File: src/hdl/sps_pkg.sv
// ----------------------------------------------------------------------------
// sps_pkg
// Shared types and constants for the servo pulse smoother.
// ----------------------------------------------------------------------------
package sps_pkg;

  typedef enum logic [1:0] {
    CFG_MIN_PULSE = 2'd0,
    CFG_MAX_PULSE = 2'd1,
    CFG_DEADBAND  = 2'd2,
    CFG_GAIN      = 2'd3
  } cfg_idx_e;

  typedef struct packed {
    logic [11:0] lo_us;
    logic [11:0] hi_us;
    logic [15:0] deadband;
    logic [8:0]  gain;
  } sps_cfg_t;

  localparam logic [11:0] MinPulseReset = 12'd1000;
  localparam logic [11:0] MaxPulseReset = 12'd2000;
  localparam logic [15:0] DeadbandReset = 16'd1280;
  localparam logic [8:0]  GainReset     = 9'd26;

  localparam logic [19:0] PosResetQ8 = 20'd384000;
  localparam logic [19:0] PosMaxQ8   = 20'hFFFFF;
  localparam logic [19:0] SnapQ8     = 20'd128;
  localparam logic [8:0]  GainOne    = 9'd256;

  localparam logic signed [23:0] TargetCenterQ9 = 24'sd768000;
  localparam logic signed [23:0] UsPerUnitQ9    = 24'sd125;

  // floor(p * 65536 / 20000) == (p * ceil(2^33 / 625)) >> 22 for p < 4096
  localparam logic [23:0] DutyRecip = 24'd13743896;
  localparam int unsigned DutyShift = 22;

endpackage

File: src/hdl/sps_target.sv
// ----------------------------------------------------------------------------
// sps_target
// Steering to clamped target position in microseconds, Q.8.
// ----------------------------------------------------------------------------
module sps_target (
  input  logic signed [15:0] steering_i,
  input  sps_pkg::sps_cfg_t  cfg_i,
  output logic [19:0]        target_q8_o
);
  import sps_pkg::*;

  logic signed [23:0] steer_ext;
  logic signed [23:0] t2;
  logic signed [23:0] lo;
  logic signed [23:0] hi;
  logic signed [23:0] t2_lo;
  logic signed [23:0] t2_clamped;

  always_comb begin
    steer_ext  = {{8{steering_i[15]}}, steering_i};
    t2         = TargetCenterQ9 + steer_ext * UsPerUnitQ9;
    lo         = $signed({3'b000, cfg_i.lo_us, 9'd0});
    hi         = $signed({3'b000, cfg_i.hi_us, 9'd0});
    t2_lo      = (t2 < lo) ? lo : t2;
    t2_clamped = (t2_lo > hi) ? hi : t2_lo;
  end

  // drop the Q.9 half bit
  assign target_q8_o = t2_clamped[20:1];

endmodule

File: src/hdl/sps_track.sv
// ----------------------------------------------------------------------------
// sps_track
// Position update with deadband, snap and smoothing, plus pulse clamp.
// ----------------------------------------------------------------------------
module sps_track (
  input  logic [19:0]       target_q8_i,
  input  logic [19:0]       pos_q8_i,
  input  sps_pkg::sps_cfg_t cfg_i,
  output logic [19:0]       pos_q8_o,
  output logic [11:0]       pulse_us_o
);
  import sps_pkg::*;

  logic signed [20:0] diff;
  logic signed [20:0] mag_full;
  logic [19:0]        mag;
  logic [8:0]         gain_sat;
  logic [28:0]        prod;
  logic [28:0]        prod_rnd;
  logic [20:0]        step;
  logic signed [21:0] pos_ext;
  logic signed [21:0] step_ext;
  logic signed [21:0] pos_nxt;
  logic [11:0]        whole_us;
  logic [11:0]        pulse_lo;

  always_comb begin
    diff     = $signed({1'b0, target_q8_i}) - $signed({1'b0, pos_q8_i});
    mag_full = diff[20] ? -diff : diff;
    mag      = mag_full[19:0];
    gain_sat = (cfg_i.gain > GainOne) ? GainOne : cfg_i.gain;
    prod     = {9'd0, mag} * {20'd0, gain_sat};
    prod_rnd = prod + 29'd128;
    step     = prod_rnd[28:8];
    pos_ext  = $signed({2'b00, pos_q8_i});
    step_ext = $signed({1'b0, step});

    priority if (mag > {4'd0, cfg_i.deadband}) begin
      pos_nxt = diff[20] ? (pos_ext - step_ext) : (pos_ext + step_ext);
    end else if (mag > SnapQ8) begin
      pos_nxt = $signed({2'b00, target_q8_i});
    end else begin
      pos_nxt = pos_ext;
    end

    priority if (pos_nxt[21]) begin
      pos_q8_o = '0;
    end else if (pos_nxt[20]) begin
      pos_q8_o = PosMaxQ8;
    end else begin
      pos_q8_o = pos_nxt[19:0];
    end

    whole_us   = pos_q8_o[19:8];
    pulse_lo   = (whole_us < cfg_i.lo_us) ? cfg_i.lo_us : whole_us;
    pulse_us_o = (pulse_lo > cfg_i.hi_us) ? cfg_i.hi_us : pulse_lo;
  end

endmodule

File: src/hdl/sps_duty.sv
// ----------------------------------------------------------------------------
// sps_duty
// Pulse width to 16-bit timer duty count over a 20000 us period.
// ----------------------------------------------------------------------------
module sps_duty (
  input  logic [11:0] pulse_us_i,
  output logic [13:0] duty_o
);
  import sps_pkg::*;

  logic [35:0] prod;

  assign prod   = {24'd0, pulse_us_i} * {12'd0, DutyRecip};
  assign duty_o = prod[DutyShift +: 14];

endmodule

File: src/hdl/servo_pulse_smoother.sv
// ----------------------------------------------------------------------------
// servo_pulse_smoother
// Smoothed servo pulse width and timer duty from a steering request stream.
// ----------------------------------------------------------------------------
// Each steering request yields one result of pulse width and duty count. The
// block takes one request per cycle while the result side does not stall, and
// returns its result after these steps: the target is registered at the
// input, the position update closes around the position register, and the
// duty multiply has a stage of its own ahead of the output register. The
// position loop sets the rate. Backpressure on the result side stalls the
// stages in order and finally drops s_axis_tready. Write configuration only
// while no request is in flight; reset loads 1000/2000 us limits, a 5 us
// deadband, gain 26/256 and a 1500 us position.
module servo_pulse_smoother (
  input  logic        clk_i,
  input  logic        rst_ni,
  input  logic        s_axis_tvalid,
  output logic        s_axis_tready,
  input  logic [15:0] s_axis_tdata,   // [15:0] steering
  output logic        m_axis_tvalid,
  input  logic        m_axis_tready,
  output logic [31:0] m_axis_tdata,   // [11:0] pulse_us, [25:12] duty, zero pad
  input  logic        cfg_we_i,
  input  logic [1:0]  cfg_addr_i,
  input  logic [15:0] cfg_wdata_i
);
  import sps_pkg::*;

  sps_cfg_t    cfg_q;

  logic        s1_valid_q;
  logic [19:0] s1_target_q;
  logic        s2_valid_q;
  logic [11:0] s2_pulse_q;
  logic        out_valid_q;
  logic [11:0] out_pulse_q;
  logic [13:0] out_duty_q;
  logic [19:0] pos_q;
  logic [19:0] pos_d;

  logic [19:0] target_d;
  logic [11:0] pulse_d;
  logic [13:0] duty_d;
  logic        out_ready;
  logic        s2_ready;
  logic        s1_ready;
  logic        s1_advance;

  always_ff @(posedge clk_i or negedge rst_ni) begin
    if (!rst_ni) begin
      cfg_q.lo_us    <= MinPulseReset;
      cfg_q.hi_us    <= MaxPulseReset;
      cfg_q.deadband <= DeadbandReset;
      cfg_q.gain     <= GainReset;
    end else if (cfg_we_i) begin
      unique case (cfg_idx_e'(cfg_addr_i))
        CFG_MIN_PULSE: cfg_q.lo_us    <= cfg_wdata_i[11:0];
        CFG_MAX_PULSE: cfg_q.hi_us    <= cfg_wdata_i[11:0];
        CFG_DEADBAND:  cfg_q.deadband <= cfg_wdata_i;
        CFG_GAIN:      cfg_q.gain     <= cfg_wdata_i[8:0];
      endcase
    end
  end

  assign out_ready     = !out_valid_q || m_axis_tready;
  assign s2_ready      = !s2_valid_q || out_ready;
  assign s1_ready      = !s1_valid_q || s2_ready;
  assign s1_advance    = s1_valid_q && s2_ready;
  assign s_axis_tready = s1_ready;

  sps_target u_target (
    .steering_i  ($signed(s_axis_tdata)),
    .cfg_i       (cfg_q),
    .target_q8_o (target_d)
  );

  sps_track u_track (
    .target_q8_i (s1_target_q),
    .pos_q8_i    (pos_q),
    .cfg_i       (cfg_q),
    .pos_q8_o    (pos_d),
    .pulse_us_o  (pulse_d)
  );

  sps_duty u_duty (
    .pulse_us_i (s2_pulse_q),
    .duty_o     (duty_d)
  );

  always_ff @(posedge clk_i or negedge rst_ni) begin
    if (!rst_ni) begin
      s1_valid_q  <= 1'b0;
      s2_valid_q  <= 1'b0;
      out_valid_q <= 1'b0;
      pos_q       <= PosResetQ8;
    end else begin
      if (s1_ready) begin
        s1_valid_q <= s_axis_tvalid;
      end
      if (s2_ready) begin
        s2_valid_q <= s1_valid_q;
      end
      if (out_ready) begin
        out_valid_q <= s2_valid_q;
      end
      if (s1_advance) begin
        pos_q <= pos_d;
      end
    end
  end

  always_ff @(posedge clk_i) begin
    if (s1_ready && s_axis_tvalid) begin
      s1_target_q <= target_d;
    end
    if (s1_advance) begin
      s2_pulse_q <= pulse_d;
    end
    if (out_ready && s2_valid_q) begin
      out_pulse_q <= s2_pulse_q;
      out_duty_q  <= duty_d;
    end
  end

  assign m_axis_tvalid = out_valid_q;
  assign m_axis_tdata  = {6'd0, out_duty_q, out_pulse_q};

`ifndef SYNTHESIS
  a_pos_hold: assert property (@(posedge clk_i) disable iff (!rst_ni)
    !s1_advance |=> $stable(pos_q))
    else $error("position moved without a request advancing");

  a_full_stall: assert property (@(posedge clk_i) disable iff (!rst_ni)
    (out_valid_q && !m_axis_tready && s2_valid_q && s1_valid_q) |-> !s_axis_tready)
    else $error("request accepted while pipeline is full and stalled");

  a_pulse_range: assert property (@(posedge clk_i) disable iff (!rst_ni)
    (m_axis_tvalid && (cfg_q.lo_us <= cfg_q.hi_us)) |->
      ((out_pulse_q >= cfg_q.lo_us) && (out_pulse_q <= cfg_q.hi_us)))
    else $error("pulse width outside configured limits");

  a_duty_range: assert property (@(posedge clk_i) disable iff (!rst_ni)
    m_axis_tvalid |-> (out_duty_q <= 14'd13418))
    else $error("duty count above full-scale value");
`endif

endmodule

File: config.mk
export PLATFORM = sky130hd
export DESIGN_NAME = servo_pulse_smoother
export DESIGN_NICKNAME = d
export VERILOG_FILES = /design/src/hdl/sps_pkg.sv /design/src/hdl/sps_target.sv /design/src/hdl/sps_track.sv /design/src/hdl/sps_duty.sv /design/src/hdl/servo_pulse_smoother.sv
export SDC_FILE = /design/constraint.sdc
export NUM_CORES = 1
export LEC_CHECK = 0
export BUFFER_PORTS_ARGS = -buffer_cell sky130_fd_sc_hd__buf_2
export CAP_MARGIN = 10
export CELL_PAD_IN_SITES_DETAIL_PLACEMENT = 0
export CELL_PAD_IN_SITES_GLOBAL_PLACEMENT = 1
export CORE_ASPECT_RATIO = 1.25
export CORE_MARGIN = 2
export CORE_UTILIZATION = 55
export DETAILED_ROUTE_END_ITERATION = 8
export HOLD_SLACK_MARGIN = 0.12
export PLACE_DENSITY = 0.87
export RECOVER_POWER = 50
export SLEW_MARGIN = 20
export SYNTH_ARGS = -nofsm -noshare
export SYNTH_HDL_FRONTEND = slang
export SYNTH_SLANG_ARGS = --single-unit
File: constraint.sdc
create_clock -name clk_i -period 27.4 [get_ports clk_i]
set_clock_uncertainty 0.1 [all_clocks]
set_input_delay 6.85 -clock clk_i [delete_from_list [all_inputs] [get_ports clk_i]]
set_output_delay 6.85 -clock clk_i [all_outputs]
set_load 0.01 [all_outputs]
## Yosys cells after proc, flatten, opt, wreduce, memory -nomap -nowiden

Cells that the tools add are included.

| word-level totals | value |
|---|---|
| logic and storage cells | 60 |
| bits in latches | 0 |
| register bits after elaboration | 130 |
| bits of input ports | 39 |
| output and inout port bits | 34 |
| memory bits (writable) | 0 |
| memories | 0 |
| memory bits (read-only) | 0 |

| operators by class | value |
|---|---|
| multiplexer cells | 11 |
| shift operators | 0 |
| reductions and logical operators | 16 |
| bitwise gates (word level) | 0 |
| add/sub/neg operators | 6 |
| divide/modulo/power cells | 0 |
| eq/ne operators | 3 |
| $mul | 3 |
| order comparisons | 7 |

Operator list:

| kind | count |
|---|---|
| $mux 20 | 4 |
| $mux 22 | 2 |
| $mul 12x21->33 const B | 1 |
| $add 29x8->29 const B | 1 |
| $mul 20x9->29 | 1 |
| $add 21x24->24 const A | 1 |
| $gt 24x22->1 | 1 |
| $lt 24x22->1 | 1 |
| $mul 16x8->24 const B | 1 |
| $mux 12 | 2 |
| $mux 24 | 1 |
| $add 20x21->22 | 1 |
| $sub 20x21->22 | 1 |
| $mux 21 | 1 |
| $sub 20x20->21 | 1 |
| $gt 20x16->1 | 1 |
| $gt 20x8->1 const B | 1 |
| $neg 20->20 | 1 |
| $gt 12x12->1 | 1 |
| $lt 12x12->1 | 1 |
| $reduce_and 2->1 | 5 |
| $gt 9x9->1 const B | 1 |
| $mux 9 | 1 |
| $eq 2x2->1 const B | 2 |
| 6 further kinds | 12 |

## Depth between registers and ports, before layout

| logic depth | value |
|---|---|
| depth in word-level cells | 14 |
| gate-level depth with buffers | 74 |

## Modules after synthesis

From an unflattened synthesis, not the netlist that was laid out.

| unflattened totals | value |
|---|---|
| cell total of the unflattened synthesis | 2681 |
| area total of the unflattened synthesis | 24385.9 um2 |

By module, submodules not included:

| module | area each (um2) | instances | cells an instance |
|---|---|---|---|
| sps_track | 11155.7 | 1 | 1473 |
| servo_pulse_smoother | 4904.7 | 1 | 295 |
| sps_target | 4166.5 | 1 | 466 |
| sps_duty | 4159.0 | 1 | 447 |

## Worst setup path after synthesis

Ideal clock, no wire load.

| timing | value |
|---|---|
| path type | input to register |
| start point | input port s_axis_tdata[3] |
| end point | register s1_target_q[10], data pin |
| data required time | 27040 ps |
| stages | 41 |
| slack | 12035 ps |
| arrival time | 15005 ps |
| setup time | 260 ps |
| path through | inv_1 fa_1 fa_1 inv_1 fa_1 fa_1 ha_1 o21ai_0 a21boi_0 o21ai_0 a21boi_0 o21ai_0 a21boi_0 o21ai_0 a21boi_0 o21ai_0 a21boi_0 o21ai_0 (+5 left out) nor4_1 ha_1 clkbuf_1 o31ai_1 ha_1 nor2b_1 o21ai_0 nand2b_1 a21oi_1 nor2_1 a211oi_1 o21ai_0 nand2_1 inv_1 o21ai_0 o32a_1 buf_2 mux2_2 |

| on the way | value |
|---|---|
| word-level cells in the longest chain between the ends | 6 |

Ends and longest elaborated chain:

| what | line | text |
|---|---|---|
| start: declaration | servo_pulse_smoother.sv:19 | `input logic [15:0] s_axis_tdata,` |
| $mul 16x8->24 * | sps_target.sv:21 | `t2 = TargetCenterQ9 + steer_ext * UsPerUnitQ9;` |
| $add 21x24->24 * | sps_target.sv:21 |  |
| $lt 24x22->1 | sps_target.sv:24 | `t2_lo = (t2 < lo) ? lo : t2;` |
| $mux 24 * | sps_target.sv:24 |  |
| $gt 24x22->1 | sps_target.sv:25 | `t2_clamped = (t2_lo > hi) ? hi : t2_lo;` |
| $mux 21 * | sps_target.sv:25 |  |
| net target_d[10] | servo_pulse_smoother.sv:41 | `logic [19:0] target_d;` |
| end signal: assignment | servo_pulse_smoother.sv:114 | `s1_target_q <= target_d;` |
| end: declaration | servo_pulse_smoother.sv:32 | `logic [19:0] s1_target_q;` |

Mark *: on every way through the listed nets, which the timed path passes. The rest lies on a longest branch.
A chain may end at the register's enable or synchronous reset.

## Worst setup path after layout

| timing | value |
|---|---|
| start point | register pos_q[0] |
| end point | register s2_pulse_q[11], data pin |

| on the way | value |
|---|---|
| word-level cells in the longest chain between the ends | 14 |
| elaborated cells between the ends (all ways) | 18 |

Ends and longest elaborated chain:

| what | line | text |
|---|---|---|
| start: declaration | servo_pulse_smoother.sv:38 | `logic [19:0] pos_q;` |
| start signal: assignment | servo_pulse_smoother.sv:95 | `pos_q <= PosResetQ8;` |
| start signal: assignment | servo_pulse_smoother.sv:107 | `pos_q <= pos_d;` |
| $sub 20x20->21 | sps_track.sv:28 | `diff = $signed({1'b0, target_q8_i}) - $signed({1'b0, pos_q8_i});` |
| $neg 20->20 | sps_track.sv:29 | `mag_full = diff[20] ? -diff : diff;` |
| $mux 20 | sps_track.sv:29 |  |
| $mul 20x9->29 | sps_track.sv:32 | `prod = {9'd0, mag} * {20'd0, gain_sat};` |
| $add 29x8->29 | sps_track.sv:33 | `prod_rnd = prod + 29'd128;` |
| $add 20x21->22 / $sub 20x21->22 (equally long branches) | sps_track.sv:39 | `pos_nxt = diff[20] ? (pos_ext - step_ext) : (pos_ext + step_ext);` |
| $mux 22 | sps_track.sv:39 |  |
| $mux 22 * | sps_track.sv:38 | `priority if (mag > {4'd0, cfg_i.deadband}) begin` |
| $mux 20 | sps_track.sv:48 | `end else if (pos_nxt[20]) begin` |
| $mux 20 * | sps_track.sv:46 | `priority if (pos_nxt[21]) begin` |
| net pos_d[17] | servo_pulse_smoother.sv:39 | `logic [19:0] pos_d;` |
| $lt 12x12->1 | sps_track.sv:55 | `pulse_lo = (whole_us < cfg_i.lo_us) ? cfg_i.lo_us : whole_us;` |
| $mux 12 * | sps_track.sv:55 |  |
| $gt 12x12->1 | sps_track.sv:56 | `pulse_us_o = (pulse_lo > cfg_i.hi_us) ? cfg_i.hi_us : pulse_lo;` |
| $mux 12 * | sps_track.sv:56 |  |
| net pulse_d[11] | servo_pulse_smoother.sv:42 | `logic [11:0] pulse_d;` |
| end signal: assignment | servo_pulse_smoother.sv:117 | `s2_pulse_q <= pulse_d;` |
| end: declaration | servo_pulse_smoother.sv:34 | `logic [11:0] s2_pulse_q;` |

Mark *: on every way through the listed nets, which the timed path passes. The rest lies on a longest branch. The select of a mux whose other input is x is not followed.

==> results.ini <==
[worst_hold_path]
min_path_type=register to register
hold_end=s2_valid_q$_DFFE_PN0P_
whs_path_depth=1
worstHoldStart=s1_valid_q$_DFFE_PN0N_

[timing]
finalSetupTns_ps=0
timing.slew.headroom=-1.405
max_freq_mhz=55.65
slew_viol_final=91
post-route-period-util=0.6558
tightest_slew_ps=3608
hold_violations=0
rsz0062_at_grt=false
report.final.setup_viol=0
period_minus_slack_ps=17970

[worst_setup_path]
cp.arrival_ps=18090
cp_slowest_cell=a2111oi_4
rrSetupSlack_ps=9430
reg2reg_from=pos_q[0]$_DFFE_PN0P_
crit_fanout=36
reg2reg_to=s2_pulse_q[11]$_DFFE_PP_
crit_family=compound AO/OA/AOI/OAI gates
crit_path_start_kind=register
endpoint_kind=register
crit_type=register to register
cp_data_required_time_ps=27530
path_buf_inv=4
worst_path_most_repeated_cell=fa_1
reg2reg_depth=63
critPathMaxStageDelay_ps=770

[detailed_routing]
drtIter0Drc=1215
wl_mm=63.18
dr.pass1.iters=5
drc_errors=0
drtAntennaViolNets=0
vias_per_cell=5.926
wl_per_cell_um=20.51
vias=18260

[floorplan]
die_x_um=186.7
ios=73
core-area_um2=41120
fp.dieH_um=232.4
rows=83
start_util=0.5579
dieArea_um2=43380

[grt]
antenna_found_initial=0
use_met1=0.3950
grt_pass1_vias=18960
grt_max_degree=64
grt_overflow_total=0
grt_use_total=0.3036
top_usage_layer=met2
grt_util_met3=0.03944
gr-usage-met2=0.5274
grt_pass1_wl_mm=102.7

[clocking]
post_cts_buffers=0
clockBufferDepth=2
cts_buffers=17
clk_latency_ps=450
hold_buffers=0
cts_root_buf=clkbuf_16
h-tree-depth=4
clk_pin_slew_ps=60
cts_sinks=130
cts_tree=done
post_cts_resized=0

[synthesis]
ys_async_sr_fraction=0.5538
seq_area_frac_synth=0.1557
yosys.area.top_type_share=0.2338
syn_area_um2=22940
synthDistinctLibCells=105
synth_area_leader_cell=fa_1
ys.flop_type=edfxtp_1
syn_inst=2469
synth_edf_count=58
syn_avg_cell_area_um2=9.293
yosys-top-cells-count=inv_1, ha_1, fa_1
yosysMostFrequentCell=inv_1
synth.area.top_cells=fa_1, ha_1, edfxtp_1
ys_warn_count=0
synth-seq-cells=130

[layout]
regArea_um2=3573
diodes=0
fin_nets=3150
nFillCells=3683
area_growth_pct=6.282
drive_above_1_share=0.1004
multi_input_area_um2=17660

[outcome]
outcome=complete, but fails checks
violations=capacitance limit, slew limit

[flow_run]
max_cap_violations=2

[placed_design]
port_buffers=66
post-dp-hpwl_mm=53.04
gp_congestion=0.9776

-- sequential cells by signal (all words and copies together) (netlist names) --
register / flops
pos_q: 20
out_pulse_q: 12
s1_target_q: 20
s2_pulse_q: 12
m_axis_tvalid: 1
s2_valid_q: 1
s1_valid_q: 1
cfg_q: 49
out_duty_q: 14
-- how the worst max path moves through the flow --
stage                                     from                        end  depth (start not counted)
after floorplan                s_axis_tdata[3]  s1_target_q[10]$_DFFE_PP_                         41
after global placement    pos_q[0]$_DFFE_PN0P_    s2_pulse_q[1]$_DFFE_PP_                         63
after detailed placement  pos_q[0]$_DFFE_PN0P_    s2_pulse_q[6]$_DFFE_PP_                         63
after CTS                 pos_q[0]$_DFFE_PN0P_    s2_pulse_q[6]$_DFFE_PP_                         63
after global routing      pos_q[0]$_DFFE_PN0P_    s2_pulse_q[6]$_DFFE_PP_                         63
final                     pos_q[0]$_DFFE_PN0P_   s2_pulse_q[11]$_DFFE_PP_                         63
-- cell usage in the layout (no fill, tap or decap), types with 14 or more instances in the layout --
cell type    n
inv_1      377
ha_1       327
fa_1       268
nor2_1     196
nand2_1    194
a21oi_1    121
o21ai_0     85
xnor2_1     67
buf_2       64
edfxtp_1    58
mux2_2      53
nor3_1      50
dfrtp_1     48
nand3_1     41
a21o_1      39
xor2_1      39
nand2b_1    30
nor2b_1     29
a211oi_1    28
dfstp_2     24
and2_1      23
nand4_1     19
o21a_1      18
buf_4       18
a21boi_0    17
clkbuf_16   17
o31ai_1     15
mux2i_1     15
or3_1       15
and3_1      14
a2111oi_0   14
-- layer usage --
layer	vias to the layer above	share of wire
li1	8456	-
met5	-	0
met2	545	0.49
met1	9131	0.42
met4	0	0.034
met3	125	0.060
-- per-stage QoR --
step           cells    util  setup WS [ps]  hold slack [ps]  instance area (um2)
6_report        3081  0.5930           9431            394.4                24390
3_3_place_gp    3049  0.5800          10350            381.1                23850
4_1_cts         3081  0.5935           9590            398.5                24410
2_1_floorplan   2474       -          12040            357.6                22960
3_5_place_dp    3049  0.5800           9698            383.6                23850
5_1_grt         3081  0.5930           7977            429.9                24390
-- cell families (layout without fill, tap and decap cells) --
family,after synthesis,in the layout,share of synthesized area
muxes,70,70,0.03354
DFF,130,130,0.1557
adders and majority gates,596,596,0.4126
xor gates and xnor gates,108,108,0.04215
other,1,6,0.0001634
buffers and inverters,444,499,0.07547
and+or+nand+nor,674,674,0.1403
AOI/OAI and AO/OA,446,446,0.1401
-- cell type report --
class | count | area share
Clock buffer | 17 | 0.01744
Clock inverter | 15 | 0.005387
Inverter | 379 | 0.05834
Tap cell | 552 | 0.02832
Multi-Input combinational cell | 1900 | 0.7244
Timing Repair Buffer | 88 | 0.01960
Sequential cell | 130 | 0.1465
Power is not shown: default switching activity piles up to over one toggle a cycle in this logic, so the estimate is an artifact.
